[src/bpa_pkg.sv]
// ----------------------------------------------------------------------------
// bpa_pkg
// Shared types and codes for the block pool allocator.
// ----------------------------------------------------------------------------
`default_nettype none

package bpa_pkg;

	// field widths
	localparam int IW     = 9;
	localparam int CMD_W  = 2;
	localparam int STAT_W = 2;

	// command codes on the input channel
	localparam logic [CMD_W-1:0] CMD_ALLOC = 2'd0;
	localparam logic [CMD_W-1:0] CMD_FREE  = 2'd1;
	localparam logic [CMD_W-1:0] CMD_QUERY = 2'd2;

	// result status codes
	typedef enum logic [STAT_W-1:0] {
		ST_OK        = 2'd0,
		ST_EXHAUSTED = 2'd1,
		ST_RANGE     = 2'd2,
		ST_NOT_USED  = 2'd3
	} status_t;

	// classified operation handed from front to back
	typedef enum logic [1:0] {
		OP_ALLOC  = 2'd0,
		OP_FREE   = 2'd1,
		OP_QUERY  = 2'd2,
		OP_REJECT = 2'd3
	} op_t;

	typedef struct packed {
		op_t           op;
		logic [IW-1:0] blk;
	} req_t;

	// front to queue
	typedef struct packed {
		logic push;
		req_t req;
	} qpush_t;

	// queue head to back
	typedef struct packed {
		logic valid;
		req_t req;
	} qhead_t;

endpackage

`default_nettype wire

[src/bpa_front.sv]
// ----------------------------------------------------------------------------
// bpa_front
// Accepts commands and classifies them against the current block count.
// ----------------------------------------------------------------------------
`default_nettype none

module bpa_front (
	input  wire logic                        in_valid,
	output logic                             in_stall,
	input  wire logic [bpa_pkg::CMD_W-1:0]   command,
	input  wire logic [bpa_pkg::IW-1:0]      block_index,
	input  wire logic [bpa_pkg::IW-1:0]      count,
	input  wire logic                        q_full,
	output bpa_pkg::qpush_t                  q_push
);

	logic in_range;

	// index must lie in 1..count
	assign in_range = (block_index != '0) && (block_index <= count);

	// stall while the queue has no room
	assign in_stall = q_full;

	// classify the command
	always_comb begin
		q_push.push    = in_valid && !q_full;
		q_push.req.blk = block_index;
		case (command)
			bpa_pkg::CMD_ALLOC: q_push.req.op = bpa_pkg::OP_ALLOC;
			bpa_pkg::CMD_FREE:  q_push.req.op = in_range ? bpa_pkg::OP_FREE : bpa_pkg::OP_REJECT;
			bpa_pkg::CMD_QUERY: q_push.req.op = in_range ? bpa_pkg::OP_QUERY : bpa_pkg::OP_REJECT;
			default:            q_push.req.op = bpa_pkg::OP_REJECT;
		endcase
	end

endmodule

`default_nettype wire

[config.mk]
export PLATFORM = sky130hd
export DESIGN_NAME = bpa_front
export DESIGN_NICKNAME = d
export VERILOG_FILES = /design/src/bpa_pkg.sv /design/src/bpa_front.sv
export SDC_FILE = /design/constraint.sdc
export NUM_CORES = 1
export LEC_CHECK = 0
export BUFFER_PORTS_ARGS = -buffer_cell sky130_fd_sc_hd__clkbuf_2
export CAP_MARGIN = 15
export CORE_AREA = 2 2 39 41
export DETAILED_ROUTE_END_ITERATION = 8
export DIE_AREA = 0 0 41 43
export PLACE_DENSITY_LB_ADDON = 0.08
export SYNTH_ARGS = -nofsm -noshare
export SYNTH_HDL_FRONTEND = slang
export SYNTH_SLANG_ARGS = --single-unit
[constraint.sdc]
create_clock -name vclk -period 2.53
set_input_delay 0.506 -clock vclk [all_inputs]
set_output_delay 0.506 -clock vclk [all_outputs]
set_load 0.03 [all_outputs]
Word-level counts from Yosys, hierarchy flattened
Cells that the tools add are included.

Flip-flop bits (word level): 0. Bits of input ports: 22. Word-level logic and storage cells: 11.

Magnitude comparators: 1. Eq/ne operators: 2. Mux-type cells: 3. Reductions and logical operators: 5.

Operators with widths (count): $le 9x9->1 (1); $reduce_bool 9->1 (1); $pmux 2 s3 (1); $eq 2x1->1 const B (1); $eq 2x2->1 const B (1); $logic_and 1x1->1 (2); $logic_not 2->1 (1); $mux 2 (1); $logic_not 1->1 (1); $mux 1 (1).

Depth between registers and ports, before layout
Depth in word-level cells: 4. Gate-level depth with buffers: 6. Gate-level depth less buffers: 6.

Worst setup path before layout
Ideal clock, no wire load.

Kind: input port to output port. Start: in count[5] in the netlist's numbering. End: out q_push[10] in the netlist's numbering. Data arrival time: 1859 ps. Path slack: 165 ps. Cell stages on the path: 6. Buffers on the path: 0. Path through: inv_1 -> ha_1 -> a21oi_1 -> a21oi_1 -> or4b_1 -> a31o_1.

RTL lines: start, declared (line bpa_front.sv:12) `input wire logic [bpa_pkg::IW-1:0] count,`; end, declared (line bpa_front.sv:14) `output bpa_pkg::qpush_t q_push`.

==> flow_metrics.py <==
metrics = {
    "yosys": {
        "synth_xor_area_share_pct": 0,
        "ys_warn_count": 0,
        "synth_fa_ha_area_share_pct": 30.9,
        "syn_area_per_cell_um2": 7.75,
        "synth_top_family_by_area": "adder cells",
        "synth.area.mux_share_pct": 0,
        "syn_nets": 78,
        "netlist_area_um2": 364,
        "ys_seq_area_share_pct": 0,
        "synthSimpleGateAreaFrac_pct": 24.7,
        "ys_types": 15,
        "netlist_instances": 47,
        "synth_compound_area_share_pct": 14.4,
    },
    "worst_setup_path": {
        "start_kind": "input pin",
        "endpoint_kind": "output port",
        "worst_ep_required_time_ps": 2020,
        "crit_path_max_fanout": 2,
        "critPathKind": "in -> out",
        "critPathArrivalTime_ps": 1980,
    },
    "placed_design": {
        "port_buffers": 35,
        "place_congestion": 0.656,
        "pre_cts_ws_ps": -59.8,
        "dp_hpwl_um": 749,
    },
    "die": {
        "die_area_um2": 1760,
        "start_util_pct": 26.3,
        "core.rowCount": 14,
        "die_h_um": 43,
        "io_pins": 35,
        "die_w_um": 41,
        "coreArea_um2": 1380,
    },
    "route": {
        "drc": 0,
        "routed_wirelength_um": 934,
        "viasPerCell": 4.67,
        "initialDrtViolationCount": 1,
        "drtPass1Iterations": 4,
        "avgRoutedWirePerCell_um": 10.2,
        "vias": 430,
        "ant_nets": 0,
    },
    "final_layout": {
        "drive_gt1_share_pct": 73.7,
        "nNetsFinal": 109,
        "seq_cell_count": 0,
        "n_antenna_cell": 0,
        "multi_input_area_um2": 359,
        "fillers": 148,
        "final.clkbuf_count": 0,
        "register_area_um2": 0,
        "syn2layout_area_growth_pct": 80.4,
    },
    "min_path": {
        "worst_hold_path.num_cells": 2,
        "worstHoldEndpoint": "in_stall",
        "hold_class": "in -> out",
        "hp-start": "q_full",
    },
    "timing": {
        "fin_crit_ps": 2490,
        "final.period_utilization_pct": 98.4,
        "max_freq_ghz": 0.402,
        "whs_ps": 1270,
        "worst_slack_ps": 41.7,
        "hold_viol": 0,
        "setup_viol": 0,
        "tightest_slew_ps": 228,
        "max_slew_margin_pct": 84.7,
        "final_max_slew_viol_count": 0,
    },
    "clocking": {
        "post_cts_buffers": 0,
        "cts_hold_buffers": 0,
    },
    "global_routing": {
        "grt_pass1_wl_um": 1240,
        "grt_pass1_vias": 308,
        "grtUsageTotal_pct": 9.59,
        "grt_max_degree": 4,
        "antenna_found_initial": 0,
        "grt-ovfl-total": 0,
    },
    "power": {
        "powerDensity_nw_per_um2": 201,
        "power_leakage_nw": 0.338,
        "peakVddDrop_mv": 0.0738,
    },
    "job": {
        "timing.max_cap.violations": 0,
    },
    "outcome": {
        "outcome": "finished, final reports clean",
    },
}
worst max path at each step:
stage | startpoint | to | slack, ps | cells past startpoint
after detailed placement | block_index[5] | q_push[10] | -60 | 7
after floorplan | count[5] | q_push[10] | 160 | 6
after global routing | count[7] | q_push[9] | -9 | 8
after CTS | block_index[7] | q_push[10] | 10 | 7
final | count[7] | q_push[9] | 40 | 8
after global placement | block_index[5] | q_push[10] | -60 | 7
synth_stat cells:
master	count	area [um2]
nand3b_1	1	7.51
or4_4	1	11.3
buf_4	10	75.1
inv_1	9	33.8
or3_1	1	6.26
nor4_4	1	21.3
a31o_1	2	17.5
a21oi_1	4	20.0
or4_1	1	7.51
nor2b_1	1	6.26
or4b_1	1	10.0
ha_1	9	113
nand3_1	4	20.0
a211oi_1	1	7.51
a21o_1	1	7.51
area by class of cell:
cell class | instances | share of cell area [%]
Inverter | 9 | 5.52
Multi-Input combinational cell | 28 | 54.7
Tap cell | 16 | 3.05
Timing Repair Buffer | 39 | 36.8
through the flow:
| stage | cell area (um2) | cells | setup TNS (ps) | util, % | power (mW) |
|---|---|---|---|---|---|
| finish | 657 | 92 | 0 | 47.5 | 0.132 |
| detailed placement | 514 | 92 | -116 | 37.2 | 0.0979 |
| global placement | 514 | 92 | -127 | 37.2 | 0.0979 |
| CTS | 548 | 92 | 0 | 39.6 | 0.107 |
| floorplan | 364 | 47 | 0 | - | 0.0670 |
| global route | 657 | 92 | -9.21 | 47.5 | 0.146 |
worst max-delay path, stage by stage:
cell	delay [ps]
buf_6	100
inv_4	50
ha_4	200
a21o_1	180
a21oi_2	100
or4b_4	470
a31o_1	250
buf_8	140
kinds of logic (layout without fill, tap and decap cells):
logic type,count (synthesis),count (layout)
buf+inv,19,48
simple gates,11,11
fa+ha+maj,9,9
compound gates,8,8
cells in the final DEF, fill, tap and decap left out, drive strengths merged:
master / instances
or4: 2
clkbuf: 31
nand3b: 1
a31o: 2
buf: 8
inv: 9
or3: 1
a21o: 1
or4b: 1
a21oi: 4
ha: 9
nor2b: 1
nand3: 4
a211oi: 1
nor4: 1
report_power, final:
group / leakage (nW) / total [mW] / internal, mW / switching [mW]
combinational: 0.338 / 0.132 / 0.0637 / 0.0684
clock: 0 / 0 / 0 / 0
sequential: 0 / 0 / 0 / 0
total: 0.338 / 0.132 / 0.0637 / 0.0684
per-layer routing:
layer  GRT usage (%)  vias to the layer above  share of wire [%]
met5               0                        -                  0
met4               0                        0                  0
met3               0                        0                 10
met2            15.9                       23                 51
met1            14.2                      189                 39
li1                -                      218                  -
repair_timing:
action	4_1_cts	5_1_grt
pin swaps	2	6
setup endpoints to repair	2	2
hold endpoints to repair	0	0
resized for setup	6	21
Note: power is estimated with default switching activity, not from simulation.
