## config.mk

```make
export PLATFORM = sky130hd
export DESIGN_NAME = bpa_queue
export DESIGN_NICKNAME = d
export VERILOG_FILES = /design/src/bpa_pkg.sv /design/src/bpa_queue.sv
export SDC_FILE = /design/constraint.sdc
export NUM_CORES = 1
export LEC_CHECK = 0
export BUFFER_PORTS_ARGS = -buffer_cell sky130_fd_sc_hd__buf_2
export CORE_MARGIN = 4
export CORE_UTILIZATION = 41
export CTS_BUF_LIST = sky130_fd_sc_hd__clkbuf_2 sky130_fd_sc_hd__clkbuf_4 sky130_fd_sc_hd__clkbuf_8
export DETAILED_ROUTE_END_ITERATION = 12
export PLACE_DENSITY = 0.67
export SLEW_MARGIN = 20
export SYNTH_ARGS = -nofsm -noshare
export SYNTH_HDL_FRONTEND = slang
export SYNTH_SLANG_ARGS = --single-unit
```

## constraint.sdc

```tcl
create_clock -name clk -period 1.6 [get_ports clk]
set_clock_uncertainty 0.2 [all_clocks]
set_input_delay 0.24 -clock clk [delete_from_list [all_inputs] [get_ports clk]]
set_output_delay 0.24 -clock clk [all_outputs]
set_load 0.02 [all_outputs]
```

## src/bpa_pkg.sv

```systemverilog
// ----------------------------------------------------------------------------
// bpa_pkg
// Shared types and codes for the block pool allocator.
// ----------------------------------------------------------------------------
`default_nettype none

package bpa_pkg;

	// field widths
	localparam int IW     = 9;
	localparam int CMD_W  = 2;
	localparam int STAT_W = 2;

	// command codes on the input channel
	localparam logic [CMD_W-1:0] CMD_ALLOC = 2'd0;
	localparam logic [CMD_W-1:0] CMD_FREE  = 2'd1;
	localparam logic [CMD_W-1:0] CMD_QUERY = 2'd2;

	// result status codes
	typedef enum logic [STAT_W-1:0] {
		ST_OK        = 2'd0,
		ST_EXHAUSTED = 2'd1,
		ST_RANGE     = 2'd2,
		ST_NOT_USED  = 2'd3
	} status_t;

	// classified operation handed from front to back
	typedef enum logic [1:0] {
		OP_ALLOC  = 2'd0,
		OP_FREE   = 2'd1,
		OP_QUERY  = 2'd2,
		OP_REJECT = 2'd3
	} op_t;

	typedef struct packed {
		op_t           op;
		logic [IW-1:0] blk;
	} req_t;

	// front to queue
	typedef struct packed {
		logic push;
		req_t req;
	} qpush_t;

	// queue head to back
	typedef struct packed {
		logic valid;
		req_t req;
	} qhead_t;

endpackage

`default_nettype wire

```

## src/bpa_queue.sv

```systemverilog
// ----------------------------------------------------------------------------
// bpa_queue
// Two-entry queue between the classifying front and the list back end.
// ----------------------------------------------------------------------------
`default_nettype none

module bpa_queue (
	input  wire logic            clk,
	input  wire logic            arst_n,
	input  wire bpa_pkg::qpush_t q_push,
	output logic                 q_full,
	output bpa_pkg::qhead_t      q_head,
	input  wire logic            q_pop
);

	bpa_pkg::req_t entry_q [2];
	logic          wr_ptr_q;
	logic          rd_ptr_q;
	logic [1:0]    cnt_q;
	logic          do_push;
	logic          do_pop;

	assign q_full       = (cnt_q == 2'd2);
	assign q_head.valid = (cnt_q != 2'd0);
	assign q_head.req   = entry_q[rd_ptr_q];
	assign do_push      = q_push.push && !q_full;
	assign do_pop       = q_pop && q_head.valid;

	// entry storage
	always_ff @(posedge clk) begin
		if (do_push) begin
			entry_q[wr_ptr_q] <= q_push.req;
		end
	end

	// pointers and fill level
	always_ff @(posedge clk or negedge arst_n) begin
		if (!arst_n) begin
			wr_ptr_q <= 1'b0;
			rd_ptr_q <= 1'b0;
			cnt_q    <= 2'd0;
		end else begin
			if (do_push) wr_ptr_q <= ~wr_ptr_q;
			if (do_pop)  rd_ptr_q <= ~rd_ptr_q;
			case ({do_push, do_pop})
				2'b10:   cnt_q <= cnt_q + 2'd1;
				2'b01:   cnt_q <= cnt_q - 2'd1;
				default: cnt_q <= cnt_q;
			endcase
		end
	end

endmodule

`default_nettype wire

```

# Word level (Yosys, flattened, before mapping)
# Memories as Yosys holds them, arrays and structs flattened.
# Cells that the tools add are included.
# word_totals
regBits	4
ram_bits	22
output_inout_bits	13
wordCells	19
mem_count	1
# memory_table
name	depth	width	rd	rd_ports_with_merged_regs	write_ports	line_no	text
entry_q	2	11	1	0	1	bpa_queue.sv:16	bpa_pkg::req_t entry_q [2];
# op_classes
n_addsub	2
n_eq_ne	3
muxes	3
n_bitwise	2
n_reduce_logical	5
# op_table
operator	n
$eq 2x2->1 const B	2
$pmux 2 s2	1
$reduce_bool 2->1	2
$add 2x1->2 const B	1
$eq 2x1->1 const B	1
$logic_and 1x1->1	2
$mux 1	2
$not 1->1	2
$sub 2x1->2 const B	1
$logic_not 1->1	1

# Longest topological paths before layout
# logic_depth
depth_word	5
mapped_depth	6
mapped_depth_nobuf	6

# Least setup slack after synthesis
# Ideal clock, no wire load.
# synth_timing
path_type	register to register
startpoint	register cnt_q[0]
endpoint	register cnt_q[1]
t_arrival_ps	1440
required_time_ps	1321
slack_ps	-120
stages_incl_launch_ff	6
path_buffers	0
period_less_slack_ps	1720
cell_sequence	dfrtp_1 -> or2_1 -> and2_4 -> ha_1 -> nor2_1 -> xor2_1
# synth_lines
element	line_no	text
start: declaration	bpa_queue.sv:19	logic [1:0] cnt_q;
start signal: assignment	bpa_queue.sv:46	2'b10: cnt_q <= cnt_q + 2'd1;
start signal: assignment	bpa_queue.sv:47	2'b01: cnt_q <= cnt_q - 2'd1;
start signal: assignment	bpa_queue.sv:48	default: cnt_q <= cnt_q;

==> key figures <==
Place
  – Post-detail-place hpwl: around 1.3 mm
  – Port Buffer Count: 27
  – GP Congestion: about 0.63
  – Dpl cells: 117

Detailed routing
  – Via density: 4.69
  – Via Count: ~630
  – DRT Pass-1 Iters: 2
  – Wire per inst: about 14 µm
  – Remaining antenna violation count: 0
  – Residual DRC: 0
  – WL final: approximately 1.8 mm
  – Drt initial violations: 3

Clock network
  – Clock Path Buffers: 2
  – Cts bufs inserted: 3
  – Clock Sink Count: 26
  – CTS H-tree lvls: 1
  – Clock latency on the worst-skew pair: ~0.30 ns
  – CTS root buf: clkbuf_4
  – Clock Pin Slew Worst Setup and Hold Paths: approximately 0.12 ns
  – TritonCTS clock tree: yes

Timing
  – Max Clock Freq: 569 MHz
  – Endpoints failing hold: 0
  – RSZ-0062 raised after global routing: true
  – Final slew viol count: 0
  – Slew headroom: 85.8%
  – Worst Tran Pin Value: 0.212 ns
  – Final Setup Violations: 12
  – Final critical-path required period: roughly 1.8 ns
  – Fin crit share: 110%
  – WHS: ~0.062 ns
  – Final worst slack: -0.156 ns

Min path
  – Worst Hold Class: input pin to asynchronous set/reset pin

Floorplanning
  – Core outline area: 2250 µm²
  – Die span in y: 57.2 µm
  – Rows: 17
  – I/O Pins: 28
  – Initial core utilization: a little over two fifths
  – DIE AREA: around 3300 µm²
  – Die Wd: ~57 µm

Worst setup path
  – Worst EP arrival: between 1 and 1.5 ns
  – Worst EP required: around 1.2 ns
  – Setup CP Type: register to output pin
  – Crit Path Max Fanout: 8
  – Critical Path End Type: output pin
  – Worst Setup Start Kind: register

Synthesis
  – Leading cell type by number of instances after synthesis: edfxtp_1
  – Main synth FF type: edfxtp_1
  – Synth cell types: 14
  – YS warnings: 0
  – Syn Area/Cell: between 15 and 20 µm²
  – Synthesized Nets: approximately 70
  – Synth area leaders: edfxtp_1, mux2_2, dfrtp_1, xnor2_1, xor2_1
  – Register area share after synthesis: between 70 and 80%
  – Asr flop ratio synth: between 10% and 20%
  – Post-synthesis register bit count: 26
  – EDFF count, synth: 22
  – Mapped Cells: between 50 and 60
  – Commonest cells in the netlist: edfxtp_1, mux2_2, dfrtp_1
  – Top cell type's share of synthesized area: approximately 67%
  – Post-synth top area cell: edfxtp_1
  – Cell area after synthesis: 991 µm²

Power
  – Switching Power: between 800 and 900 µW
  – Cell Int Power: approximately 1800 µW
  – Peak supply drop: approximately 1 mV
  – Flop pwr share: between 30% and 40%
  – Cell area power density: roughly 1700 nW/µm²
  – Logic pwr share: between 50% and 60%
  – PnR Total Power: about 2600 µW
  – Clk pwr share: around a tenth
  – Leakage: just over 0.0006 µW
  – Switching share of power: approximately a third

Outcome
  – Failing checks: setup timing
  – Outcome: finished with violations

Flow run
  – MaxCap Viol Count: 0

Global routing
  – Initial antenna violation count: 0
  – Number of global-route vias before repair: 682
  – Total gr overflow: 0
  – Global Route Usage Sum: 12.9%
  – Largest net degree at the start of global routing: 14
  – First-pass GRT wire length: approximately 3.1 mm

Final layout
  – Share of cells above drive strength 1: 56.6%
  – Fin nets: 124
  – Layout Utilization: 66.0%
  – # diodes: 0
  – Area growth, synth to finish: 50.3%
  – Post-Layout Cell Count: between 100 and 150
## flip-flops by register name (all words and copies together) (netlist names)
signal    count
wr_ptr_q      1
entry_q      22
cnt_q         2
rd_ptr_q      1
## routing by layer
| layer | up-vias | part of all wire (%) | GRT usage [%] |
|---|---|---|---|
| li1 | 301 | - | - |
| met1 | 305 | 39 | 14.2 |
| met2 | 19 | 52 | 23.0 |
| met3 | 4 | 5.8 | 2.71 |
| met4 | 0 | 2.3 | 6.95 |
| met5 | - | 0 | 0 |
## power by group through the flow
| stage | Clock (µW) | Combinational [µW] | Sequential, µW |
|---|---|---|---|
| final | 253 | 1330 | 1010 |
| after global routing | 300 | 1430 | 1020 |
| after CTS | 266 | 1310 | 1010 |
| after detailed placement | 0 | 1040 | 1020 |
| after global placement | 0 | 1030 | 1000 |
| after floorplan | 0 | 643 | 1020 |
## worst max-delay path, cell delays in order, from the launching register on
cell	delay, ns
dfrtp_1	0.38
buf_6	0.15
mux2_2	0.35
buf_6	0.13
## cell usage in the layout, fill, tap and decap left out
cell type / n
and2_4: 1
and3_1: 1
buf_2: 18
buf_4: 10
buf_6: 12
clkbuf_4: 3
dfrtp_1: 4
dlygate4sd3_1: 12
edfxtp_1: 22
ha_4: 1
inv_4: 1
mux2_2: 11
nand2_1: 1
nand2b_4: 1
nor2_1: 1
nor2_2: 1
or2_4: 1
xnor2_1: 3
xor2_1: 2
## what timing repair did
item / in CTS / in global routing
cloned: 0 / 0
gates resized for setup: 23 / 3
hold endpoints to repair: 26 / 0
hold buffers: 12 / 0
buffers inserted: 2 / 0
pin swaps: 4 / 3
setup endpoints to repair: 13 / 14
## area by class of cell
type | count | area [µm²]
Inverter | 1 | 6.26
Tap cell | 28 | 35.0
Sequential cell | 26 | 761
Timing Repair Buffer | 52 | 420
Clock buffer | 3 | 22.5
Multi-Input combinational cell | 24 | 244
Fill cell | 178 | 766
## per-stage QoR
| stage | area (µm²) | worst slack [ns] | setup TNS [ns] |
|---|---|---|---|
| 5_1_grt | 1490 | -0.213 | -2.42 |
| 6_report | 1490 | -0.156 | -1.67 |
| 4_1_cts | 1480 | -0.170 | -1.79 |
| 3_3_place_gp | 1240 | 0.00806 | 0 |
| 3_5_place_dp | 1240 | -0.0365 | -0.0365 |
| 2_1_floorplan | 996 | -0.0604 | -0.0604 |
## worst paths after layout
path | start | end | slack (ns) | cells after the start
max in group asynchronous | arst_n | cnt_q[0] | 1.01 | 2
max reg2reg | cnt_q[1] | cnt_q[1] | -0.03 | 6
max | rd_ptr_q | q_head[5] | -0.16 | 3
min reg2reg | wr_ptr_q | wr_ptr_q | 0.32 | 1
min in group clk | q_pop | rd_ptr_q | 0.13 | 4
min | arst_n | wr_ptr_q | 0.06 | 2
## kinds of logic (layout without fill, tap and decap cells)
group / count (synthesis) / in the layout / share of synthesized area (%)
simple gates: 7 / 7 / 3.92
fa+ha+maj: 1 / 1 / 1.26
mux: 11 / 11 / 12.5
xor+xnor: 5 / 5 / 4.42
buf+inv: 2 / 56 / 1.14
flops: 26 / 26 / 76.8
(Power assumes the default switching activity.)
